<file path="config.mk">
export PLATFORM = sky130hd
export DESIGN_NAME = csr_missing_diagonal_inserter
export DESIGN_NICKNAME = d
export VERILOG_FILES = /design/src/rtl/cmdi_pkg.sv /design/src/rtl/cmdi_core.sv /design/src/rtl/cmdi_out_buffer.sv /design/src/rtl/csr_missing_diagonal_inserter.sv
export SDC_FILE = /design/constraint.sdc
export NUM_CORES = 1
export LEC_CHECK = 0
export BUFFER_PORTS_ARGS = -buffer_cell sky130_fd_sc_hd__buf_4
export CAP_MARGIN = 20
export CORE_UTILIZATION = 54
export DETAILED_ROUTE_END_ITERATION = 8
export PLACE_DENSITY = 0.77
export SLEW_MARGIN = 15
export SYNTH_ARGS = -nofsm -noshare
export SYNTH_HDL_FRONTEND = slang
export SYNTH_HIERARCHICAL = 1
export SYNTH_SLANG_ARGS = --single-unit
</file>
<file path="constraint.sdc">
create_clock -name clock -period 15.8 [get_ports clock]
set_input_delay 2.37 -clock clock [delete_from_list [all_inputs] [get_ports clock]]
set_output_delay 2.37 -clock clock [all_outputs]
set_load 0.02 [all_outputs]
</file>
<file path="src/rtl/cmdi_pkg.sv">
// shared types and constants for the csr missing diagonal inserter
package cmdi_pkg;

   localparam int ColumnBits = 31;
   localparam int ValueBits  = 64;
   localparam int PosBits    = 32;

   localparam int ReqDataBits = 96;
   localparam int RspDataBits = 160;

   localparam logic KindEntry  = 1'b0;
   localparam logic KindMarker = 1'b1;

   typedef struct packed {
      logic                  has_entry;
      logic                  inserted;
      logic [ColumnBits-1:0] out_column;
      logic [ValueBits-1:0]  out_value_bits;
      logic [PosBits-1:0]    position;
      logic                  row_done;
      logic [PosBits-1:0]    row_end_offset;
   } result_type;

   typedef struct packed {
      result_type first;
      result_type second;
      logic [1:0] count;
   } push_type;

endpackage

</file>
<file path="src/rtl/cmdi_core.sv">
// row tracking, diagonal decision and position counting for each request
module cmdi_core import cmdi_pkg::*; (
   input  logic                  clock,
   input  logic                  reset,
   input  logic                  csr_valid,
   input  logic [ColumnBits-1:0] csr_data,
   input  logic                  accept,
   input  logic                  kind,
   input  logic [ColumnBits-1:0] column,
   input  logic [ValueBits-1:0]  value_bits,
   input  logic                  last_in_row,
   output push_type              push
);

   logic [ColumnBits-1:0] column_count_ff, column_count_in;
   logic [ColumnBits-1:0] current_row_ff, current_row_in;
   logic                  diag_handled_ff, diag_handled_in;
   logic [PosBits-1:0]    write_pos_ff, write_pos_in;

   logic               wants_diag;
   logic               diag_first;
   logic               handled_mid;
   logic               tail;
   logic               done;
   logic [PosBits-1:0] pos_entry;
   logic [PosBits-1:0] pos_next;
   logic [PosBits-1:0] pos_next2;
   result_type         r_before, r_entry, r_tail, r_marker;

   always_comb begin
      wants_diag  = current_row_ff < column_count_ff;
      diag_first  = wants_diag && !diag_handled_ff && (column > current_row_ff);
      handled_mid = diag_handled_ff || diag_first || (column == current_row_ff);
      tail        = last_in_row && wants_diag && !handled_mid;
      done        = last_in_row && !tail;
      pos_entry   = write_pos_ff + PosBits'(diag_first);
      pos_next    = pos_entry + PosBits'(1);
      pos_next2   = pos_entry + PosBits'(2);

      r_before = '{has_entry: 1'b1, inserted: 1'b1, out_column: current_row_ff,
                   out_value_bits: '0, position: write_pos_ff, row_done: 1'b0,
                   row_end_offset: '0};
      r_entry  = '{has_entry: 1'b1, inserted: 1'b0, out_column: column,
                   out_value_bits: value_bits, position: pos_entry, row_done: done,
                   row_end_offset: done ? pos_next : '0};
      r_tail   = '{has_entry: 1'b1, inserted: 1'b1, out_column: current_row_ff,
                   out_value_bits: '0, position: pos_next, row_done: 1'b1,
                   row_end_offset: pos_next2};
      if (wants_diag) begin
         r_marker = '{has_entry: 1'b1, inserted: 1'b1, out_column: current_row_ff,
                      out_value_bits: '0, position: write_pos_ff, row_done: 1'b1,
                      row_end_offset: write_pos_ff + PosBits'(1)};
      end else begin
         r_marker = '{has_entry: 1'b0, inserted: 1'b0, out_column: '0,
                      out_value_bits: '0, position: '0, row_done: 1'b1,
                      row_end_offset: write_pos_ff};
      end

      column_count_in = csr_valid ? csr_data : column_count_ff;
      current_row_in  = current_row_ff;
      diag_handled_in = diag_handled_ff;
      write_pos_in    = write_pos_ff;
      push.first      = r_marker;
      push.second     = r_tail;
      push.count      = 2'd0;

      case (kind)
         KindMarker: begin
            push.first  = r_marker;
            push.second = r_tail;
            if (accept) begin
               push.count      = 2'd1;
               current_row_in  = current_row_ff + ColumnBits'(1);
               diag_handled_in = 1'b0;
               write_pos_in    = write_pos_ff + PosBits'(wants_diag);
            end
         end
         default: begin
            push.first  = diag_first ? r_before : r_entry;
            push.second = diag_first ? r_entry : r_tail;
            if (accept) begin
               push.count   = 2'd1 + 2'(diag_first) + 2'(tail);
               write_pos_in = tail ? pos_next2 : pos_next;
               if (last_in_row) begin
                  current_row_in  = current_row_ff + ColumnBits'(1);
                  diag_handled_in = 1'b0;
               end else begin
                  diag_handled_in = handled_mid;
               end
            end
         end
      endcase
   end

   always_ff @(posedge clock) begin
      if (reset) begin
         column_count_ff <= '0;
         current_row_ff  <= '0;
         diag_handled_ff <= 1'b0;
         write_pos_ff    <= '0;
      end else begin
         column_count_ff <= column_count_in;
         current_row_ff  <= current_row_in;
         diag_handled_ff <= diag_handled_in;
         write_pos_ff    <= write_pos_in;
      end
   end

endmodule

</file>
<file path="src/rtl/cmdi_out_buffer.sv">
// two-slot result register queue feeding the response channel
module cmdi_out_buffer import cmdi_pkg::*; (
   input  logic       clock,
   input  logic       reset,
   input  push_type   push,
   output logic       room,
   output logic       rsp_tvalid,
   input  logic       rsp_tready,
   output result_type head
);

   result_type slot0_ff, slot0_in;
   result_type slot1_ff, slot1_in;
   logic [1:0] count_ff, count_in;
   logic       pop;
   logic [1:0] rem_cnt;
   result_type rem0;

   always_comb begin
      pop     = rsp_tvalid && rsp_tready;
      rem_cnt = count_ff - 2'(pop);
      rem0    = pop ? slot1_ff : slot0_ff;
      room    = rem_cnt == 2'd0;
      if (rem_cnt == 2'd0) begin
         slot0_in = push.first;
         slot1_in = push.second;
      end else if (rem_cnt == 2'd1) begin
         slot0_in = rem0;
         slot1_in = push.first;
      end else begin
         slot0_in = rem0;
         slot1_in = slot1_ff;
      end
      count_in = rem_cnt + push.count;
   end

   always_ff @(posedge clock) begin
      if (reset) begin
         count_ff <= 2'd0;
      end else begin
         count_ff <= count_in;
      end
      slot0_ff <= slot0_in;
      slot1_ff <= slot1_in;
   end

   assign rsp_tvalid = count_ff != 2'd0;
   assign head       = slot0_ff;

endmodule

</file>
<file path="src/rtl/csr_missing_diagonal_inserter.sv">
// top level of the csr missing diagonal inserter
//
// channel   direction  handshake             contents
// req_      in         tvalid/tready         one matrix entry or empty row marker
// rsp_      out        tvalid/tready         one output entry or row report
// csr_      in         valid/ready           column_count write
//
// a request is decided in the cycle it is accepted and is registered into a two-slot result
// queue; one request per cycle when each gives one response and rsp_tready is high
// an entry request that inserts a diagonal gives two responses and holds off the next request
// until the queue drains; req_tready is high only when the queue drains empty that cycle
// synchronous reset clears row, position and column_count; csr_ready is always high
module csr_missing_diagonal_inserter import cmdi_pkg::*; (
   input  logic                   clock,
   input  logic                   reset,
   input  logic                   req_tvalid,
   output logic                   req_tready,
   input  logic [ReqDataBits-1:0] req_tdata,   // column[30:0], value_bits[94:31], zero
   input  logic                   req_tuser,   // kind
   input  logic                   req_tlast,   // last_in_row
   output logic                   rsp_tvalid,
   input  logic                   rsp_tready,
   output logic [RspDataBits-1:0] rsp_tdata,   // out_column, out_value_bits, position,
                                               // row_end_offset, zero
   output logic [1:0]             rsp_tuser,   // has_entry, inserted
   output logic                   rsp_tlast,   // row_done
   input  logic                   csr_valid,
   output logic                   csr_ready,
   input  logic [ColumnBits-1:0]  csr_data     // column_count
);

   push_type   push;
   result_type head;
   logic       room;
   logic       accept;

   assign req_tready = room;
   assign accept     = req_tvalid && room;
   assign csr_ready  = 1'b1;

   cmdi_core u_core (
      .clock       (clock),
      .reset       (reset),
      .csr_valid   (csr_valid),
      .csr_data    (csr_data),
      .accept      (accept),
      .kind        (req_tuser),
      .column      (req_tdata[ColumnBits-1:0]),
      .value_bits  (req_tdata[ColumnBits+ValueBits-1:ColumnBits]),
      .last_in_row (req_tlast),
      .push        (push)
   );

   cmdi_out_buffer u_out_buffer (
      .clock      (clock),
      .reset      (reset),
      .push       (push),
      .room       (room),
      .rsp_tvalid (rsp_tvalid),
      .rsp_tready (rsp_tready),
      .head       (head)
   );

   assign rsp_tdata = {1'b0, head.row_end_offset, head.position, head.out_value_bits,
                       head.out_column};
   assign rsp_tuser = {head.inserted, head.has_entry};
   assign rsp_tlast = head.row_done;

endmodule

</file>
==> metrics.txt, run 1 <==
worst vdd ir 0.2476 mV; Syn Nets 2721; relative slew slack 21.00%; total CTS buffers 47; Pint 3538 uW; vias in the first global route 20550; Clock Skews 0.02313 ns; Sink Count 421; Yosys reg bits 421; Port Buffer Count 296; Worst EP required 16.14 ns; synth unique cells 77; Pre-antenna DRT Iters 6; hold buffers post-CTS 0; setup TNS 0 ns; Die Width 228.3 um; Setup Buffers After CTS 0; GP Congestion 0.9859; Final Cycle Share 66.07%; Post-synth EDFFs 324; worst setup path category primary input to flop; final setup vio count 0; PwrDens 176.8 nW/um2; post-route DRC violation count 0; RSZ-0062 raised after global routing false; post-synthesis sequential area ratio 42.19%; Initial Utilization 54.91%; combinational share of power 44.5%; Die Height 228.3 um; type of element launching the critical path primary input; Final HPWL DP 54.49 mm; Hold Slack 0.4944 ns; crit end category flop; buffer depth of the longest clock path 3; Syn Inst Count 2516; Post-Syn Area 27660 um2; Core Util, Final 62.30%; clk_lat worst skew 0.60 ns; Initial DRC Count 2042; status finished, final reports clean; sequential share of power 35.1%; Hold WC Path Type flop to flop; fin. max-slew vios 0; switching pwr 2011 uW; ys flop type edfxtp_1; DRT antenna net count 0; post-synth top area cell edfxtp_1; Worst-path clk slew 0.06 ns; Tightest Pin Transition 1.174 ns; switching part of the total power 36.25%; Inst Count DP 3324; maximum clock rate 95.80 MHz; Synth area leaders edfxtp_1 35%, mux2_4 17%, dfxtp_1 7.0%; setup ws final 5.361 ns; DR vias/cell 6.244; Yosys warning count 6; Post-CTS Resized 0; # rows 82; min Tclk post-route 10.44 ns; Worst Path Arrival 10.78 ns; Nets 2906; CTS Root Cell clkbuf_16; Core Box Area 50380 um2; wire per inst 24.02 um; Max Cap Viol 0; P&R area growth vs syn 13.47%; Mean Syn Cell Area 10.99 um2; clock share of power 20.4%; initial antenna violation count 3; ys async rst share 0%; grt total ovfl 0; Placement Setup Slack 5.043 ns; GRT Total Usage 30.61%; share of layout cells above drive strength 1 28.10%; final hold viol count 0; Crit Path Max Fanout 72; CTS H-tree lvls 2; Synth top area share 35.17%; final wirelength 81.95 mm; CTS tree built; first-pass GRT wire length 124.6 mm; Non-Filler Instances 3412; DR vias 21300; largest net degree at the start of global routing 164; leak pwr 0.01256 uW; I/O Pins 300; Die Area 52130 um2
-- critical path: stages --
cell and delay, ns:
buf_4 0.12, ha_1 0.32, nand4_1 0.21, nor4_1 0.71
o21ai_0 0.21, a31oi_1 0.24, or3_2 0.15, buf_4 0.60
nand3_1 0.49, inv_1 0.36, ha_1 0.28, ha_1 0.42
nand3_2 0.41, or3_1 0.48, buf_4 0.22, xor2_1 0.30
nor4_1 0.98, o21ai_0 0.20, nor4_1 0.83, nand2b_1 0.20
xnor2_1 0.17, a22o_1 0.20, mux2_4 0.27
-- Yosys cell counts (41+ instances only) --
library cell and instances:
edfxtp_1 324, mux2_4 309, nand2_1 186, nor2_1 176
o21ai_0 146, xnor2_1 125, clkbuf_1 121, dfxtp_1 97
inv_1 81, and2_1 77, a21oi_1 75, and3_1 74
ha_1 71, nand3_1 52, nor3_1 51, o22ai_1 48
nor4_1 44, mux2i_1 42, nand4_1 41
-- final timing paths --
path,cells past startpoint,slack (ns),start,to
min reg2reg,2,0.49,u_core/column_count_ff[19],u_core/column_count_ff[19]
min,2,0.49,u_core/column_count_ff[19],u_core/column_count_ff[19]
max reg2reg,23,6.70,u_core/current_row_ff[28],u_out_buffer/slot1_ff[26]
max,23,5.36,req_tdata[30],u_out_buffer/slot1_ff[26]
-- through the flow --
step / cell area [um2] / total power, uW
2_1_floorplan: 27660 / 4089
3_3_place_gp: 29780 / 4364
3_5_place_dp: 29780 / 4413
4_1_cts: 31370 / 5567
5_1_grt: 31380 / 5765
6_report: 31390 / 5549
-- power by group through the flow --
| stage | registers [uW] | clock network, uW | logic, uW |
|---|---|---|---|
| floorplan | 2350 | 0 | 1740 |
| global placement | 1950 | 0 | 2420 |
| detailed placement | 1960 | 0 | 2450 |
| CTS | 1950 | 1150 | 2460 |
| global route | 1980 | 1200 | 2590 |
| finish | 1950 | 1130 | 2470 |
-- layout make-up --
| type | count | area (um2) |
|---|---|---|
| multi-input cells | 1820 | 14450 |
| flip-flops and latches | 421 | 11670 |
| clock buffers | 56 | 1241 |
| well taps | 672 | 840.8 |
| inverters | 83 | 337.8 |
| repair buffers | 328 | 2487 |
| fillers | 3943 | 18990 |
| diodes | 3 | 7.507 |
| clock inverters | 29 | 347.8 |
-- state kept, by name, summed over array words and instances, names as in the netlist --
name                    flops
u_out_buffer/slot1_ff     162
u_out_buffer/head         162
u_core/write_pos_ff        32
u_core/diag_handled_ff      1
u_core/column_count_ff     31
u_out_buffer/count_ff       2
u_core/current_row_ff      31
-- routing by layer --
layer / part of all wire (%) / track usage, % / wire length, um / vias up
met3: 7.4 / 4.603 / 6044 / 184
li1: - / - / - / 9629
met5: 0 / 0 / 0 / -
met2: 46 / 48.49 / 37540 / 1009
met1: 43 / 42.20 / 35310 / 10480
met4: 3.7 / 11.98 / 3057 / 0
-- kinds of logic (layout without fill, tap and decap cells) --
family | count (synthesis) | after routing | share of synthesized area [%]
compound gates | 430 | 430 | 9.888
xor+xnor | 161 | 161 | 5.229
fa+ha+maj | 71 | 71 | 3.212
buf+inv | 275 | 496 | 5.957
flops | 421 | 421 | 42.19
mux | 369 | 369 | 19.03
other cells | 3 | 6 | 0.04071
simple gates | 786 | 786 | 14.45
-- layout by cell type (no fill, tap or decap), types with 32 or more instances in the layout --
cell type,instances
o22ai_1,48
buf_4,326
inv_1,80
nand3_1,51
xnor2_1,124
dfxtp_1,97
a21oi_1,75
xor2_1,32
nor2_1,175
nand4_1,41
mux2_4,309
ha_1,71
and2_1,76
a22o_1,37
o21ai_0,145
and3_1,74
nand2_1,185
mux2i_1,42
nor3_1,51
clkbuf_16,48
nor4_1,44
edfxtp_1,324
Power figures use the tool's default switching activity.
==> run 2: changes to the inputs <==
Clock period 15.8 ns to 9 ns, I/O delays scaled along.
==> run 2 against run 1 <==
Effect of this change: sequential share of layout area is essentially flat; critical endpoint is now u_out_buffer/slot1_ff[24]; die area is the same; first-iteration DRC count grew 5.2%; largest cell class unchanged.
==> metrics.txt, run 2 (synthesis results as in run 1) <==
worst setup path category primary input to flop; Clock Skews 0.02826 ns (+0.005138 ns); Final Cycle Share 85.57%; Sink Count 421 (unchanged); crit end category flop; I/O Pins 300 (unchanged); wire per inst 24.09 um (+0.31%); Core Box Area 50380 um2 (unchanged); Tightest Pin Transition 1.166 ns (-0.008620 ns); DRT antenna net count 0 (unchanged); Worst Path Arrival 8.04 ns (-2.74 ns); Nets 2921 (+0.52%); share of layout cells above drive strength 1 28.10% (about the same); CTS tree built; RSZ-0062 raised after global routing false; clk_lat worst skew 0.60 ns (about the same); # rows 82 (unchanged); fin. max-slew vios 0 (unchanged); largest net degree at the start of global routing 164 (unchanged); leak pwr 0.01258 uW (+0.21%); Pre-antenna DRT Iters 6 (unchanged); buffer depth of the longest clock path 3 (unchanged); max incr delay on CP 0.73 ns (-0.25 ns); setup TNS 0 ns (unchanged); relative slew slack 21.58% (+0.58 points); Crit Path Max Fanout 14 (-81%); Final HPWL DP 55.73 mm (+2.3%); maximum clock rate 129.9 MHz; DR vias 21200 (-0.50%); post-route DRC violation count 0 (unchanged); Max Cap Viol 0 (unchanged); initial antenna violation count 2 (-1); vias in the first global route 20890 (+1.7%); first-pass GRT wire length 125.5 mm (+0.79%); final wirelength 82.54 mm (+0.72%); Inst Count DP 3339 (+0.45%); hold buffers post-CTS 0 (unchanged); Worst-path clk slew 0.06 ns (about the same); Die Height 228.3 um (unchanged); final setup vio count 0 (unchanged); Port Buffer Count 296 (unchanged); P&R area growth vs syn 13.40% (about the same); CTS H-tree lvls 2 (unchanged); Setup Buffers After CTS 0 (unchanged); grt total ovfl 0 (unchanged); CTS Root Cell clkbuf_16; Initial Utilization 54.91% (unchanged); Buffers & Inverters on Critical Path 3 (-1); GRT Total Usage 30.88% (+0.27 points); largest delay contributor family on the critical path simple AND/OR/NAND/NOR gates; min Tclk post-route 7.701 ns; Die Width 228.3 um (unchanged); Non-Filler Instances 3426 (+0.41%); Die Area 52130 um2 (unchanged); status finished, final reports clean; most used cell, CP ha_1; most common cell after layout, fill and taps aside buf_4; DR vias/cell 6.187 (-0.91%); GP Congestion 0.9826 (-0.33%); Initial DRC Count 2149 (+5.2%); Antenna diodes 0 (-3); Post-CTS Resized 0 (unchanged); CP cell instances buf_4 -> ha_1 -> nand4_1 -> nor4_1 -> o21ai_0 -> a31oi_1 -> or3_2 -> nand3_1 -> buf_4 -> inv_1 -> ha_1 -> ha_1 -> nand3_2 -> or3_1 -> xor2_1 -> or4_1 -> or2_0 -> or4_1 -> nor2_1 -> xnor2_1 -> a22o_1 -> mux2_4; total CTS buffers 47 (unchanged); Worst EP required 9.34 ns (-6.80 ns); PwrDens 306.6 nW/um2 (+73%); highest-delay cell along the critical path or4_1; worst vdd ir 0.4143 mV (+67%); most frequent cells in the layout 342 x buf_4, 324 x edfxtp_1, 309 x mux2_4; type of element launching the critical path primary input; final hold viol count 0 (unchanged); Hold WC Path Type flop to flop
run 2: final timing paths:
kind | from | end | slack (ns) | depth (start not counted)
worst min register to register | u_core/column_count_ff[0] | u_core/column_count_ff[0] | 0.50 | 2
worst min-delay path | u_core/column_count_ff[0] | u_core/column_count_ff[0] | 0.50 | 2
worst max register to register | u_core/column_count_ff[6] | u_out_buffer/slot1_ff[24] | 1.50 | 26
worst max-delay path | req_tdata[30] | u_out_buffer/slot1_ff[24] | 1.30 | 22
run 2: layout make-up:
| type | instances | area (um2) |
|---|---|---|
| sequential | 421 | 11670 |
| tap | 672 | 840.8 |
| timing repair buffer | 343 | 2587 |
| clock buffer | 62 | 1254 |
| multi-input combinational | 1820 | 14440 |
| clock inverter | 25 | 232.7 |
| fill | 4001 | 19010 |
| inverter | 83 | 337.8 |
run 2: worst min-delay path: cells and delay by family, from the launching register on:
family / cells / cell delay (ns)
simple gates: 1 / 0.07
flops: 1 / 0.32
mux: 1 / 0.07
run 2: metal layers:
metal | part of all wire [%] | track usage, % | routed length [um]
met4 | 4.1 | 13.63 | 3394
met1 | 42 | 41.53 | 35060
met5 | 0.012 | 0 | 10
met2 | 46 | 49.09 | 37660
met3 | 7.8 | 5.127 | 6419
run 2: power breakdown:
part / switching, uW / leakage (uW) / internal (uW)
Combinational: 2440 / 0.00759 / 1880
Sequential: 257 / 0.00427 / 3160
Clock: 808 / 0.000716 / 1070
run 2: stage by stage:
step	setup WS, ns	util (%)	area (um2)	hold slack [ns]	power [uW]
global route	0.9285	62.27	31370	0.5309	10000
CTS	1.487	62.27	31370	0.4950	9652
finish	1.299	62.27	31370	0.4951	9617
global placement	0.9898	59.32	29880	0.4742	7654
floorplan	1.543	-	27680	0.4520	6990
detailed placement	0.9016	59.32	29880	0.4791	7752
==> run 3: changes to the inputs <==
Settings changed: CORE_UTILIZATION 54 to 60, PLACE_DENSITY 0.77 to 0.81.
Clock period 9 ns to 8.1 ns, I/O delays scaled along.
==> run 3 against run 2 <==
Effect of this change: sequential share of layout area is 0.093 points lower; final cell count shrank 1.6%; final area rose by 0.25%; worst hold slack gained 0.0038 ns; setup slack got worse by 0.40 ns; clock-buffer cell count up 12; non-clock buffer count is 14 higher; sequential power is 12% higher; critical path type is now flop to flop; critical endpoint unchanged.
==> metrics.txt, run 3 (synthesis results as in run 1) <==
relative slew slack 25.13% (+3.6 points); Post-Layout Inst Area 31450 um2 (+0.25%); vias in the first global route 21200 (+1.5%); first-pass GRT wire length 126.4 mm (+0.67%); most frequent cells in the layout 354 x buf_4, 324 x edfxtp_1, 309 x mux2_4; share of layout cells above drive strength 1 28.46% (+0.35 points); crit end category flop; top routing layer in use met4; fillcell total 3356 (-16%); CP cell instances inv_1 -> ha_1 -> nand2_1 -> o21ai_0 -> a21oi_1 -> o41ai_1 -> a21o_1 -> inv_1 -> nand3_1 -> inv_1 -> ha_1 -> ha_1 -> nand3_2 -> or3_1 -> xor2_1 -> or4_1 -> or2_0 -> or4_1 -> nor2_1 -> xnor2_1 -> a22o_1 -> mux2_4; DRT antenna net count 0 (unchanged); total CTS buffers 47 (unchanged); # rows 78 (-4.9%); GP Congestion 1.010 (+2.8%); WL met1 34.31 mm (-2.1%); Die Area 46960 um2 (-9.9%); DR vias/cell 6.386 (+3.2%); grt total ovfl 0 (unchanged); met2 routed WL 38.58 mm (+2.5%); status finished, final reports clean; most common cell after layout, fill and taps aside buf_4; Port Buffer Count 296 (unchanged); Die Height 216.7 um (-5.1%); min Tclk post-route 7.204 ns; Final Cycle Share 88.94%; DR vias 21530 (+1.6%); initial antenna violation count 3 (+1); Clock Skews 0.03737 ns (+0.009105 ns); Hold Slack 0.4989 ns (+0.003839 ns); fin. max-slew vios 0 (unchanged); largest net degree at the start of global routing 164 (unchanged); Non-Filler Instances 3371 (-1.6%); setup TNS 0 ns (unchanged); CTS H-tree lvls 2 (unchanged); DP Area 29910 um2 (about the same); final setup vio count 0 (unchanged); Initial Utilization 60.95% (+6.0 points); Max Cap Viol 0 (unchanged); clk_lat worst skew 0.62 ns (+0.02 ns); metal3 WL 6.995 mm (+9.0%); post-route DRC violation count 0 (unchanged); highest-delay cell along the critical path o41ai_1; wire per inst 24.61 um (+2.1%); Die Width 216.7 um (-5.1%); Worst-path clk slew 0.06 ns (about the same); final hold viol count 0 (unchanged); maximum clock rate 138.8 MHz; buffer depth of the longest clock path 3 (unchanged); Nets 2935 (+0.48%); type of element launching the critical path flop; worst vdd ir 1.058 mV (+160%); CTS tree built; I/O Pins 300 (unchanged); RSZ-0062 raised after global routing false; CTS Root Cell clkbuf_16; Worst Path Arrival 7.54 ns (-0.50 ns); Post-CTS Resized 0 (unchanged); Inst Count DP 3281 (-1.7%); max incr delay on CP 0.88 ns (+0.15 ns); Crit Path Max Fanout 14 (unchanged); Final HPWL DP 55.17 mm (-1.0%); leak pwr 0.01267 uW (+0.73%); Hold WC Path Type flop to flop; PwrDens 343.9 nW/um2 (+12%); Tightest Pin Transition 1.123 ns (-0.04260 ns); Sink Count 421 (unchanged); hold buffers post-CTS 0 (unchanged); worst setup path category flop to flop; GRT Total Usage 34.73% (+3.8 points); final wirelength 82.95 mm (+0.50%); Worst EP required 8.43 ns (-0.91 ns); Core Box Area 45380 um2 (-9.9%); Initial DRC Count 2376 (+11%); Setup Buffers After CTS 0 (unchanged); Pre-antenna DRT Iters 8 (+2); P&R area growth vs syn 13.69%
run 3: cell types whose count changed in the layout (fill, tap and decap cells not counted), sizes merged:
cell	delta
inv	-1
bufinv	-1
clkinvlp	-1
clkinv	-8
buf	+14
clkbuf	+12
diode	+2
run 3: where the power goes:
group	switching (uW)	total (uW)	internal (uW)
sequential	298	3820	3520
clock	911	2130	1220
combinational	2760	4870	2110
total	3970	10800	6840
run 3: path summary, 6_finish.rpt:
check / slack [ns] / end / from / cells past startpoint
max reg2reg: 0.90 / u_out_buffer/slot1_ff[24] / u_core/column_count_ff[6] / 22
max: 0.90 / u_out_buffer/slot1_ff[24] / u_core/column_count_ff[6] / 22
min: 0.50 / u_core/column_count_ff[27] / u_core/column_count_ff[27] / 2
min reg2reg: 0.50 / u_core/column_count_ff[27] / u_core/column_count_ff[27] / 2
run 3: layer usage:
metal,track usage (%),vias up
li1,-,9680
met1,46.44,10490
met2,56.22,1160
met3,6.091,194
met4,13.24,0
met5,0,-
run 3: through the flow:
step	util, %	worst slack [ns]	power, uW
4_1_cts	69.28	1.029	10820
6_report	69.29	0.8958	10810
5_1_grt	69.29	0.5860	11220
2_1_floorplan	-	0.7779	7767
3_3_place_gp	65.91	0.7266	8528
3_5_place_dp	65.91	0.5800	8658
run 3: final cells by class:
| class | instances | area [um2] | share of cell area [%] |
|---|---|---|---|
| diodes | 2 | 5.005 | 0.01592 |
| clock buffers | 74 | 1348 | 4.285 |
| clock inverters | 14 | 185.2 | 0.5889 |
| inverters | 83 | 337.8 | 1.074 |
| multi-input cells | 1820 | 14430 | 45.89 |
| flip-flops and latches | 421 | 11670 | 37.11 |
| well taps | 600 | 750.7 | 2.387 |
| repair buffers | 357 | 2718 | 8.642 |
run 3: worst max-delay path: cells and delay by family, from the launching register on:
| family | cells | cell delay (ns) |
|---|---|---|
| xor gates and xnor gates | 2 | 0.29 |
| buffers and inverters | 3 | 0.37 |
| DFF | 1 | 0.36 |
| and+or+nand+nor | 8 | 2.63 |
| muxes | 1 | 0.26 |
| adders and majority gates | 3 | 0.78 |
| AOI/OAI and AO/OA | 5 | 2.18 |
